## src/mosc_pkg.sv

```systemverilog
// ----------------------------------------------------------------------------
// mosc_pkg
// Shared types, constants and helpers for the monitor overlap select block.
// ----------------------------------------------------------------------------
package mosc_pkg;

	localparam int MAX_MONITORS = 16;
	localparam int CNT_W = $clog2(MAX_MONITORS + 1);
	localparam int IDX_W = (MAX_MONITORS > 1) ? $clog2(MAX_MONITORS) : 1;

	localparam logic [1:0] CMD_WINDOW  = 2'd0;
	localparam logic [1:0] CMD_SECOND  = 2'd1;
	localparam logic [1:0] CMD_MONITOR = 2'd2;
	localparam logic [1:0] CMD_UNUSED  = 2'd3;

	typedef logic signed [15:0] coord_t;
	typedef logic signed [17:0] pos_t;

	typedef struct packed {
		coord_t xl;
		coord_t yl;
		coord_t xh;
		coord_t yh;
	} rect_t;

	// clipped extent of window span [wlo,whi) against monitor span [mlo,mhi), floored at 0
	function automatic logic [15:0] overlap_len(coord_t wlo, coord_t whi, coord_t mlo,
			coord_t mhi);
		logic signed [18:0] len;
		len = {{3{whi[15]}}, whi} - {{3{wlo[15]}}, wlo};
		if (wlo < mlo)
			len = len - ({{3{mlo[15]}}, mlo} - {{3{wlo[15]}}, wlo});
		if (whi > mhi)
			len = len - ({{3{whi[15]}}, whi} - {{3{mhi[15]}}, mhi});
		return len[18] ? 16'd0 : len[15:0];
	endfunction

	function automatic pos_t ext18(coord_t v);
		return {{2{v[15]}}, v};
	endfunction

	// low edge clamps first, high edge check overrides it
	function automatic pos_t clamp_pos(coord_t lo, coord_t hi, coord_t mlo, coord_t mhi);
		pos_t p;
		p = ext18(lo);
		if (lo < mlo)
			p = ext18(mlo);
		if (hi > mhi)
			p = ext18(mhi) - ext18(hi) + ext18(lo);
		return p;
	endfunction

endpackage

```

## src/monitor_overlap_select_clamp_top.sv

```systemverilog
// ----------------------------------------------------------------------------
// monitor_overlap_select_clamp_top
// Picks the monitor with the largest overlap against a window and emits its
// rect, or a position clamped into it, on the word marked final.
// ----------------------------------------------------------------------------
// Path: an accepted word passes the input register, the area register and the result register to out_valid.
// Throughput: one word per cycle while no result is held; s1 does clip and 16x16 multiply, s2 does the
//   compare against the running best and the clamp.
// All stages advance together; a held result stalls the pipe and in_ready.
// Reset: asynchronous, clears the pipe valids, out_valid and all query state.
module monitor_overlap_select_clamp_top (
	input  logic                  clk,
	input  logic                  arst_n,
	input  logic                  in_valid,
	output logic                  in_ready,
	input  logic [1:0]            cmd,
	input  mosc_pkg::coord_t      x_low,
	input  mosc_pkg::coord_t      y_low,
	input  mosc_pkg::coord_t      x_high,
	input  mosc_pkg::coord_t      y_high,
	input  logic                  final_monitor,
	output logic                  out_valid,
	input  logic                  out_ready,
	output logic                  none_found,
	output logic                  position_mode,
	output logic [3:0]            chosen_index,
	output logic [31:0]           chosen_area,
	output mosc_pkg::coord_t      mon_left,
	output mosc_pkg::coord_t      mon_top,
	output mosc_pkg::coord_t      mon_right,
	output mosc_pkg::coord_t      mon_bottom,
	output mosc_pkg::pos_t        pos_x,
	output mosc_pkg::pos_t        pos_y
);
	import mosc_pkg::*;

	logic              en;
	logic              acc;
	rect_t             in_rect;

	rect_t             window_q;

	logic              vld_s1;
	logic [1:0]        cmd_s1;
	rect_t             rect_s1;
	logic              fin_s1;

	logic              vld_s2;
	logic [1:0]        cmd_s2;
	rect_t             rect_s2;
	logic              fin_s2;
	logic [31:0]       area_s2;

	rect_t             second_q;
	logic              want_pos_q;
	logic [CNT_W-1:0]  seen_q;
	logic [31:0]       best_area_q;
	logic [IDX_W-1:0]  best_idx_q;
	rect_t             best_rect_q;

	rect_t             n_second;
	logic              n_want;
	logic [CNT_W-1:0]  n_seen;
	logic [31:0]       n_best_area;
	logic [IDX_W-1:0]  n_best_idx;
	rect_t             n_best_rect;
	logic [IDX_W-1:0]  mon_idx;
	logic              emit;
	logic [15:0]       ov_w;
	logic [15:0]       ov_h;
	logic [IDX_W+3:0]  idx_ext;

	assign en       = !out_valid || out_ready;
	assign in_ready = en;
	assign acc      = in_valid && en;
	assign in_rect  = '{xl: x_low, yl: y_low, xh: x_high, yh: y_high};

	// window is captured on accept so s1 sees it for the very next monitor
	always_ff @(posedge clk or negedge arst_n) begin
		if (!arst_n) begin
			window_q <= '0;
		end else if (acc && cmd == CMD_WINDOW) begin
			window_q <= in_rect;
		end
	end

	// stage 1: input register
	always_ff @(posedge clk or negedge arst_n) begin
		if (!arst_n) begin
			vld_s1 <= 1'b0;
		end else if (en) begin
			vld_s1 <= in_valid;
		end
	end

	always_ff @(posedge clk) begin
		if (acc) begin
			cmd_s1  <= cmd;
			rect_s1 <= in_rect;
			fin_s1  <= final_monitor;
		end
	end

	assign ov_w = overlap_len(window_q.xl, window_q.xh, rect_s1.xl, rect_s1.xh);
	assign ov_h = overlap_len(window_q.yl, window_q.yh, rect_s1.yl, rect_s1.yh);

	// stage 2: area register
	always_ff @(posedge clk or negedge arst_n) begin
		if (!arst_n) begin
			vld_s2 <= 1'b0;
		end else if (en) begin
			vld_s2 <= vld_s1;
		end
	end

	always_ff @(posedge clk) begin
		if (en && vld_s1) begin
			cmd_s2  <= cmd_s1;
			rect_s2 <= rect_s1;
			fin_s2  <= fin_s1;
			area_s2 <= 32'(ov_w) * 32'(ov_h);
		end
	end

	assign mon_idx = (seen_q < CNT_W'(MAX_MONITORS - 1)) ? seen_q[IDX_W-1:0]
		: IDX_W'(MAX_MONITORS - 1);

	always_comb begin
		n_second    = second_q;
		n_want      = want_pos_q;
		n_seen      = seen_q;
		n_best_area = best_area_q;
		n_best_idx  = best_idx_q;
		n_best_rect = best_rect_q;
		emit        = 1'b0;
		if (vld_s2) begin
			emit = fin_s2;
			case (cmd_s2)
				CMD_WINDOW: begin
					n_want      = 1'b0;
					n_seen      = '0;
					n_best_area = '0;
					n_best_idx  = '0;
					n_best_rect = '0;
				end
				CMD_SECOND: begin
					n_second = rect_s2;
					n_want   = 1'b1;
				end
				CMD_MONITOR: begin
					if (seen_q == '0 || area_s2 > best_area_q) begin
						n_best_area = area_s2;
						n_best_idx  = mon_idx;
						n_best_rect = rect_s2;
					end
					if (seen_q < CNT_W'(MAX_MONITORS))
						n_seen = seen_q + CNT_W'(1);
				end
				default: begin
					emit = 1'b0;
				end
			endcase
		end
	end

	always_ff @(posedge clk or negedge arst_n) begin
		if (!arst_n) begin
			second_q    <= '0;
			want_pos_q  <= 1'b0;
			seen_q      <= '0;
			best_area_q <= '0;
			best_idx_q  <= '0;
			best_rect_q <= '0;
		end else if (en) begin
			second_q    <= n_second;
			want_pos_q  <= n_want;
			seen_q      <= n_seen;
			best_area_q <= n_best_area;
			best_idx_q  <= n_best_idx;
			best_rect_q <= n_best_rect;
		end
	end

	assign idx_ext = {4'd0, n_best_idx};

	// result register
	always_ff @(posedge clk or negedge arst_n) begin
		if (!arst_n) begin
			out_valid <= 1'b0;
		end else if (en) begin
			out_valid <= emit;
		end
	end

	always_ff @(posedge clk) begin
		if (en && emit) begin
			position_mode <= n_want;
			if (n_seen == '0) begin
				none_found   <= 1'b1;
				chosen_index <= '0;
				chosen_area  <= '0;
				mon_left     <= '0;
				mon_top      <= '0;
				mon_right    <= '0;
				mon_bottom   <= '0;
				pos_x        <= '0;
				pos_y        <= '0;
			end else begin
				none_found   <= 1'b0;
				chosen_index <= idx_ext[3:0];
				chosen_area  <= n_best_area;
				mon_left     <= n_best_rect.xl;
				mon_top      <= n_best_rect.yl;
				mon_right    <= n_best_rect.xh;
				mon_bottom   <= n_best_rect.yh;
				pos_x        <= clamp_pos(n_second.xl, n_second.xh, n_best_rect.xl,
					n_best_rect.xh);
				pos_y        <= clamp_pos(n_second.yl, n_second.yh, n_best_rect.yl,
					n_best_rect.yh);
			end
		end
	end

	a_seen_bound: assert property (@(posedge clk) disable iff (!arst_n)
		seen_q <= CNT_W'(MAX_MONITORS))
		else $error("monitor count beyond limit");

	a_empty_best: assert property (@(posedge clk) disable iff (!arst_n)
		seen_q == '0 |-> best_area_q == '0 && best_idx_q == '0)
		else $error("best kept with no monitor seen");

	a_window_clears: assert property (@(posedge clk) disable iff (!arst_n)
		en && vld_s2 && cmd_s2 == CMD_WINDOW |=> seen_q == '0 && !want_pos_q)
		else $error("query start did not clear state");

	a_none_zero: assert property (@(posedge clk) disable iff (!arst_n)
		out_valid && none_found |-> chosen_area == '0 && pos_x == '0 && pos_y == '0)
		else $error("empty result carries data");

	a_stall_hold: assert property (@(posedge clk) disable iff (!arst_n)
		!en |=> $stable(seen_q) && $stable(best_area_q) && $stable(vld_s2))
		else $error("state moved during stall");

endmodule

```

## config.mk

```make
export PLATFORM = sky130hd
export DESIGN_NAME = monitor_overlap_select_clamp_top
export DESIGN_NICKNAME = d
export VERILOG_FILES = /design/src/mosc_pkg.sv /design/src/monitor_overlap_select_clamp_top.sv
export SDC_FILE = /design/constraint.sdc
export NUM_CORES = 2
export LEC_CHECK = 0
export BUFFER_PORTS_ARGS = -buffer_cell sky130_fd_sc_hd__buf_2
export CAP_MARGIN = 10
export CELL_PAD_IN_SITES_DETAIL_PLACEMENT = 0
export CELL_PAD_IN_SITES_GLOBAL_PLACEMENT = 1
export CORE_ASPECT_RATIO = 0.6
export CORE_MARGIN = 10
export CORE_UTILIZATION = 33
export DETAILED_ROUTE_END_ITERATION = 10
export GPL_TIMING_DRIVEN = 0
export PLACE_DENSITY = 0.64
export SLEW_MARGIN = 25
export SYNTH_ARGS = -nofsm -noshare
export SYNTH_HDL_FRONTEND = slang
export SYNTH_SLANG_ARGS = --single-unit
```

## constraint.sdc

```tcl
create_clock -name clk -period 15.3 [get_ports clk]
set_input_delay 0.765 -clock clk [delete_from_list [all_inputs] [get_ports clk]]
set_output_delay 0.765 -clock clk [all_outputs]
set_load 0.02 [all_outputs]
```

==> After elaboration in Yosys (flattened, before gate mapping) <==
Cells that the tools add are included.
{ "totals": {"register_bits": 541, "output_inout_bits": 140} }
{ "classes": {"n_addsub": 15, "multipliers": 1, "magnitude_cmp": 11, "n_eq_ne": 2, "mux": 30, "n_reduce_logical": 12} }
{ "ops": {"columns": ["op", "n"], "rows": [
  ["2-to-1 mux 64 bit", 4],
  ["subtractor 16 x 16 -> 17 bit", 8],
  ["one-hot mux 64 bit (2 select lines)", 1],
  ["2-to-1 mux 19 bit", 4],
  ["2-to-1 mux 18 bit", 4],
  ["greater-than comparator 16 bit", 4],
  ["< comparator 16 bit", 4],
  ["2-to-1 mux 32 bit", 2],
  ["one-hot mux 32 bit (2 select lines)", 1],
  ["subtractor 19 bit", 2],
  ["adder 17 x 16 -> 18 bit", 2],
  ["subtractor 17 x 17 -> 18 bit", 2],
  ["greater-than comparator 32 bit", 1],
  ["multiplier 16 x 16 -> 32 bit", 1],
  ["2-to-1 mux 16 bit", 2],
  ["2-to-1 mux 4 bit", 3],
  ["logical NOT 5 bit", 2],
  ["2-to-1 mux 5 bit", 2],
  ["one-hot mux 5 bit (2 select lines)", 1],
  ["one-hot mux 4 bit (2 select lines)", 1],
  ["adder 5 x 1 -> 5 bit, second input constant", 1],
  ["< comparator 5 x 4 -> 1 bit, second input constant", 1],
  ["< comparator 5 bit, second input constant", 1],
  ["logical AND 1 bit", 4],
  ["other kinds (8)", 13]
]} }

==> Depth between registers and ports, before layout <==
{ "logic_depth": {"ltp_word": 8, "depth_mapped": 55, "depth_no_buf": 53} }

==> Worst setup path after synthesis <==
Ideal clock, no wire load.
{ "synth_path": {"path_kind": "reg-to-reg", "startpoint": "register window_q[0] (netlist name)", "endpoint": "register area_s2[27], data pin", "setup_time_ns": 0.262, "t_arrival_ns": 11.389, "required_ns": 15.038, "path_slack_ns": 3.648, "stages_incl_launch_ff": 47, "synth_period_minus_slack_ns": 11.652, "path_cell_list": "dfrtp_1 inv_1 ha_1 inv_1 fa_1 a211oi_1 o21bai_1 a21oi_1 nor2_1 xor2_1 fa_1 ha_1 a21o_1 a21o_1 a2111oi_0 o31ai_1 xor2_1 mux2_2 (+11 left out) fa_1 fa_1 inv_1 fa_1 inv_1 fa_1 inv_1 ha_1 a21o_1 a21o_1 a21oi_1 o21ai_0 a2111oi_0 o21ai_0 a31oi_1 nor3b_1 o21bai_1 xor2_1"} }
{ "synth_via": {"elab_chain_len": 7, "elab_cells_between_ends": 9, "cone_classes": "4 x add/sub; 1 x mul; 1 x order compare; 3 x mux"} }
{ "synth_rtl": {"columns": ["item", "line", "rtl"], "rows": [
  ["start, declared", "monitor_overlap_select_clamp_top.sv:41", "rect_t window_q;"],
  ["start signal, assigned", "monitor_overlap_select_clamp_top.sv:83", "window_q <= in_rect;"],
  ["subtractor 16 x 16 -> 17 bit", "mosc_pkg.sv:30", "len = {{3{whi[15]}}, whi} - {{3{wlo[15]}}, wlo};"],
  ["subtractor 17 x 17 -> 18 bit", "mosc_pkg.sv:32", "len = len - ({{3{mlo[15]}}, mlo} - {{3{wlo[15]}}, wlo});"],
  ["2-to-1 mux 19 bit", "mosc_pkg.sv:31", "if (wlo < mlo)"],
  ["subtractor 19 bit", "mosc_pkg.sv:34", "len = len - ({{3{whi[15]}}, whi} - {{3{mhi[15]}}, mhi});"],
  ["2-to-1 mux 19 bit *", "mosc_pkg.sv:33", "if (whi > mhi)"],
  ["2-to-1 mux 16 bit *", "mosc_pkg.sv:35", "return len[18] ? 16'd0 : len[15:0];"],
  ["multiplier 16 x 16 -> 32 bit *", "monitor_overlap_select_clamp_top.sv:121", "area_s2 <= 32'(ov_w) * 32'(ov_h);"],
  ["end signal, assigned", "monitor_overlap_select_clamp_top.sv:121", null],
  ["end, declared", "monitor_overlap_select_clamp_top.sv:52", "logic [31:0] area_s2;"]
]} }
Every way passes the cells marked *; elsewhere a longest branch is shown, timed or not.
A chain may end at the register's enable or synchronous reset.

==> Worst setup path after layout <==
{ "layout_path": {"startpoint": "register rect_s1[59] (netlist name)", "endpoint": "register area_s2[27], data pin"} }
{ "layout_via": {"elab_chain_len": 7, "elab_cells_between_ends": 8, "cone_classes": "3 x add/sub; 1 x mul; 1 x order compare; 3 x mux"} }
{ "layout_rtl": {"columns": ["item", "line", "rtl"], "rows": [
  ["start, declared", "monitor_overlap_select_clamp_top.sv:45", "rect_t rect_s1;"],
  ["start signal, assigned", "monitor_overlap_select_clamp_top.sv:99", "rect_s1 <= in_rect;"],
  ["subtractor 16 x 16 -> 17 bit", "mosc_pkg.sv:32", null],
  ["subtractor 17 x 17 -> 18 bit", "mosc_pkg.sv:32", null],
  ["2-to-1 mux 19 bit *", "mosc_pkg.sv:31", null],
  ["subtractor 19 bit", "mosc_pkg.sv:34", null],
  ["2-to-1 mux 19 bit *", "mosc_pkg.sv:33", null],
  ["2-to-1 mux 16 bit *", "mosc_pkg.sv:35", null],
  ["multiplier 16 x 16 -> 32 bit *", "monitor_overlap_select_clamp_top.sv:121", null]
]} }
Marks and branches as above.

==> impl_results.md <==
* Status: finished, final reports clean
* Area grow syn2layout at 12.9%
* Gpl congestion at roughly 0.95
* Largest net degree at the start of global routing at between 80 and 90
* Worst-Margin Slew at about 1100 ps
* Synth cell types at 83
* Fraction of registers with async set/reset at a little over two fifths
* Setup CP Type: reg -> reg
* Max cap viols at 0
* Drt total wl at between 150000 and 200000 um
* Final Hold Fails at 0
* First-pass GRT wire length at about 230000 um
* Synth Warn # at 0
* Synth Flop Type: edfxtp_1
* IO Count at 211
* Vert. Die Dim at 301 um
* Drt drc at 0
* Fin Setup TNS at 0 ps
* Cell Area, Synth at about 0.043 mm2
* Post-route minimum period at between 10000 and 15000 ps
* Final setup viols at 0
* Vias in the first global route at 33573
* Mean post-synth cell area at just over 10 um2
* CP Capture Type: flop
* CP most frequent cell: fa_1
* WL/cell at 24.9 um
* Mapped Cells at 4293
* DRT Pass-1 Iters at 7
* Placed Instances at around 6200
* Nets at about 5300
* Slowest cell on crit path: a2111oi_2
* Vias/cell at 5.46
* Crit Path Max Fanout at 10
* Hold Path Class: in -> reg
* Grt total ovfl at 0
* Max Fclk at roughly 70 MHz
* RSZ-0062 raised after global routing: false
* Sequential cell area fraction in the yosys report at around a third
* Clock-pin slew on the worst setup and hold paths at around 70 ps
* Area leader, netlist: edfxtp_1
* # rows at a little over 100
* Rel. slew slack at about a quarter
* Clk_skew at between 30 and 40 ps
* Finished Layout Cells at roughly 6300
* Chip width at around 490 um
* Worst EP arrival at about 15000 ps
* R2R Setup Slk at about 900 ps
* Slew Viols, Final at 0
* H-tree depth at 2
* Clock Path Buffers at 3
* GRT Util Overall at 21.0%
* Clk Latency, worst-skew pair at about 670 ps
* Placeable Area at 0.130 mm2
* Number of fill cells in the layout at between 10000 and 15000
* Starting Density at about a third
* Synth top area share at between 20% and 30%
* Via count at roughly 35000
* CP required at ~16000 ps
* First DRT Iteration DRCs at about 3600
* Initial antenna violation count at 12
* Die ar. at between 0.1 and 0.15 mm2
* HPWL after detailed placement at about 130000 um
* Syn nets at slightly above 5000
* Post-Route Utilization at about 38%
* Fin crit share at between 90 and 100%
* EDFF count, synth at approximately 300
* Startpoint types: flop
* CTS buffer count at 56
* Share of layout cells above drive strength 1 at between 10% and 20%
* Clock sink count at approximately 540
* Antenna Nets Post-Route at 0
* CTS tree: built
* Number of synthesized register bits at 541
* CP max stage delay at roughly 790 ps
* Top area cells in the synthesized netlist: edfxtp_1 (21%), dfrtp_1 (14%), fa_1 (12%), ha_1 (12%), inv_1 (4.5%)
* Port bufs at 210
* Clock Tree Root: clkbuf_16
## critical path: cells and delay by family (launching register included)
family	cells	cell delay (ps)
compound gates	20	5700
fa+ha+maj	10	4440
buf+inv	10	2270
simple gates	6	1140
flops	1	390
xor+xnor	1	150
## repair_timing
item                                    CTS  global route
gates resized for setup                   0             2
buffers inserted                          0             0
endpoints found under the setup margin    0             1
hold buffers                              1             0
hold endpoints to repair                 20             0
## cells by family after synthesis
logic type | after synthesis | synth area share [%]
compound gates | 984 | 15.4
xor+xnor | 159 | 3.23
fa+ha+maj | 668 | 23.9
buf+inv | 709 | 6.20
flops | 541 | 34.7
mux | 205 | 5.11
simple gates | 1027 | 11.5
## cell usage after synthesis (32+ instances only)
cell type,number
a21o_1,92
a21oi_1,285
a22o_1,119
a22oi_1,91
buf_1,40
clkbuf_1,133
dfrtp_1,237
edfxtp_1,304
fa_1,266
ha_1,402
inv_1,522
mux2_2,133
mux2i_1,72
nand2_1,157
nand2b_1,33
nand3_1,135
nand4_1,50
nor2_1,320
nor2b_1,32
nor3_1,155
o21a_1,49
o21ai_0,114
or3_1,41
xnor2_1,102
xor2_1,56
## layer usage
metal  vias to the layer above  track usage, %  wire length (um)
met2                      1383            27.4             59100
met4                         8            4.52              3560
met3                       163            6.75             16700
met1                     17197            32.8             78300
li1                      15887               -                 -
met5                         -               0                40
## final cells by class
cell class,instances,area [um2],share of cell area (%)
clock buffers,70,1550,3.15
inverters,522,1960,4.00
diodes,2,5.00,0.0102
plain buffers,187,734,1.50
clock inverters,34,413,0.843
flip-flops and latches,541,15100,30.7
repair buffers,227,1410,2.87
well taps,1716,2150,4.38
multi-input cells,3043,25700,52.5
## path summary, 6_finish.rpt
path,startpoint,depth (start not counted),to
setup / recovery,rect_s1[59]$_DFFE_PP_,47,area_s2[27]$_DFFE_PP_
hold / removal,y_high[0],1,rect_s1[0]$_DFFE_PP_
setup reg to reg,rect_s1[59]$_DFFE_PP_,47,area_s2[27]$_DFFE_PP_
hold reg to reg,fin_s1$_DFFE_PP_,0,fin_s2$_DFFE_PP_
max in group asynchronous,arst_n,5,best_rect_q[41]$_DFFE_PN0N_
min in group asynchronous,arst_n,2,window_q[44]$_DFFE_PN0P_
## per-stage QoR
stage	hold slack [ps]	instance area [um2]	setup WS (ps)
finish	292	49000	902
global route	263	49000	158
CTS	245	49000	932
detailed placement	406	47000	1040
global placement	407	46600	437
floorplan	400	43400	3650
## state kept, by name, summed over array words and instances (netlist names), 18 cells and up
signal	cells
rect_s1	64
area_s2	32
pos_x	18
pos_y	18
best_area_q	32
second_q	64
window_q	64
rect_s2	64
best_rect_q	64
chosen_area	32
## cell usage in the layout, fill, tap and decap left out, types with 92 or more instances in the layout
cell type / count
dfrtp_1: 237
nor2_1: 319
ha_1: 402
fa_1: 266
clkbuf_1: 137
a21o_1: 92
inv_1: 521
mux2_2: 133
a22o_1: 119
buf_2: 221
nand2_1: 157
a21oi_1: 284
nand3_1: 135
xnor2_1: 102
nor3_1: 153
edfxtp_1: 304
o21ai_0: 113
Power is left out: the tool's default activity adds up to more than one toggle a clock period on the data nets, which glitch-free logic cannot reach.
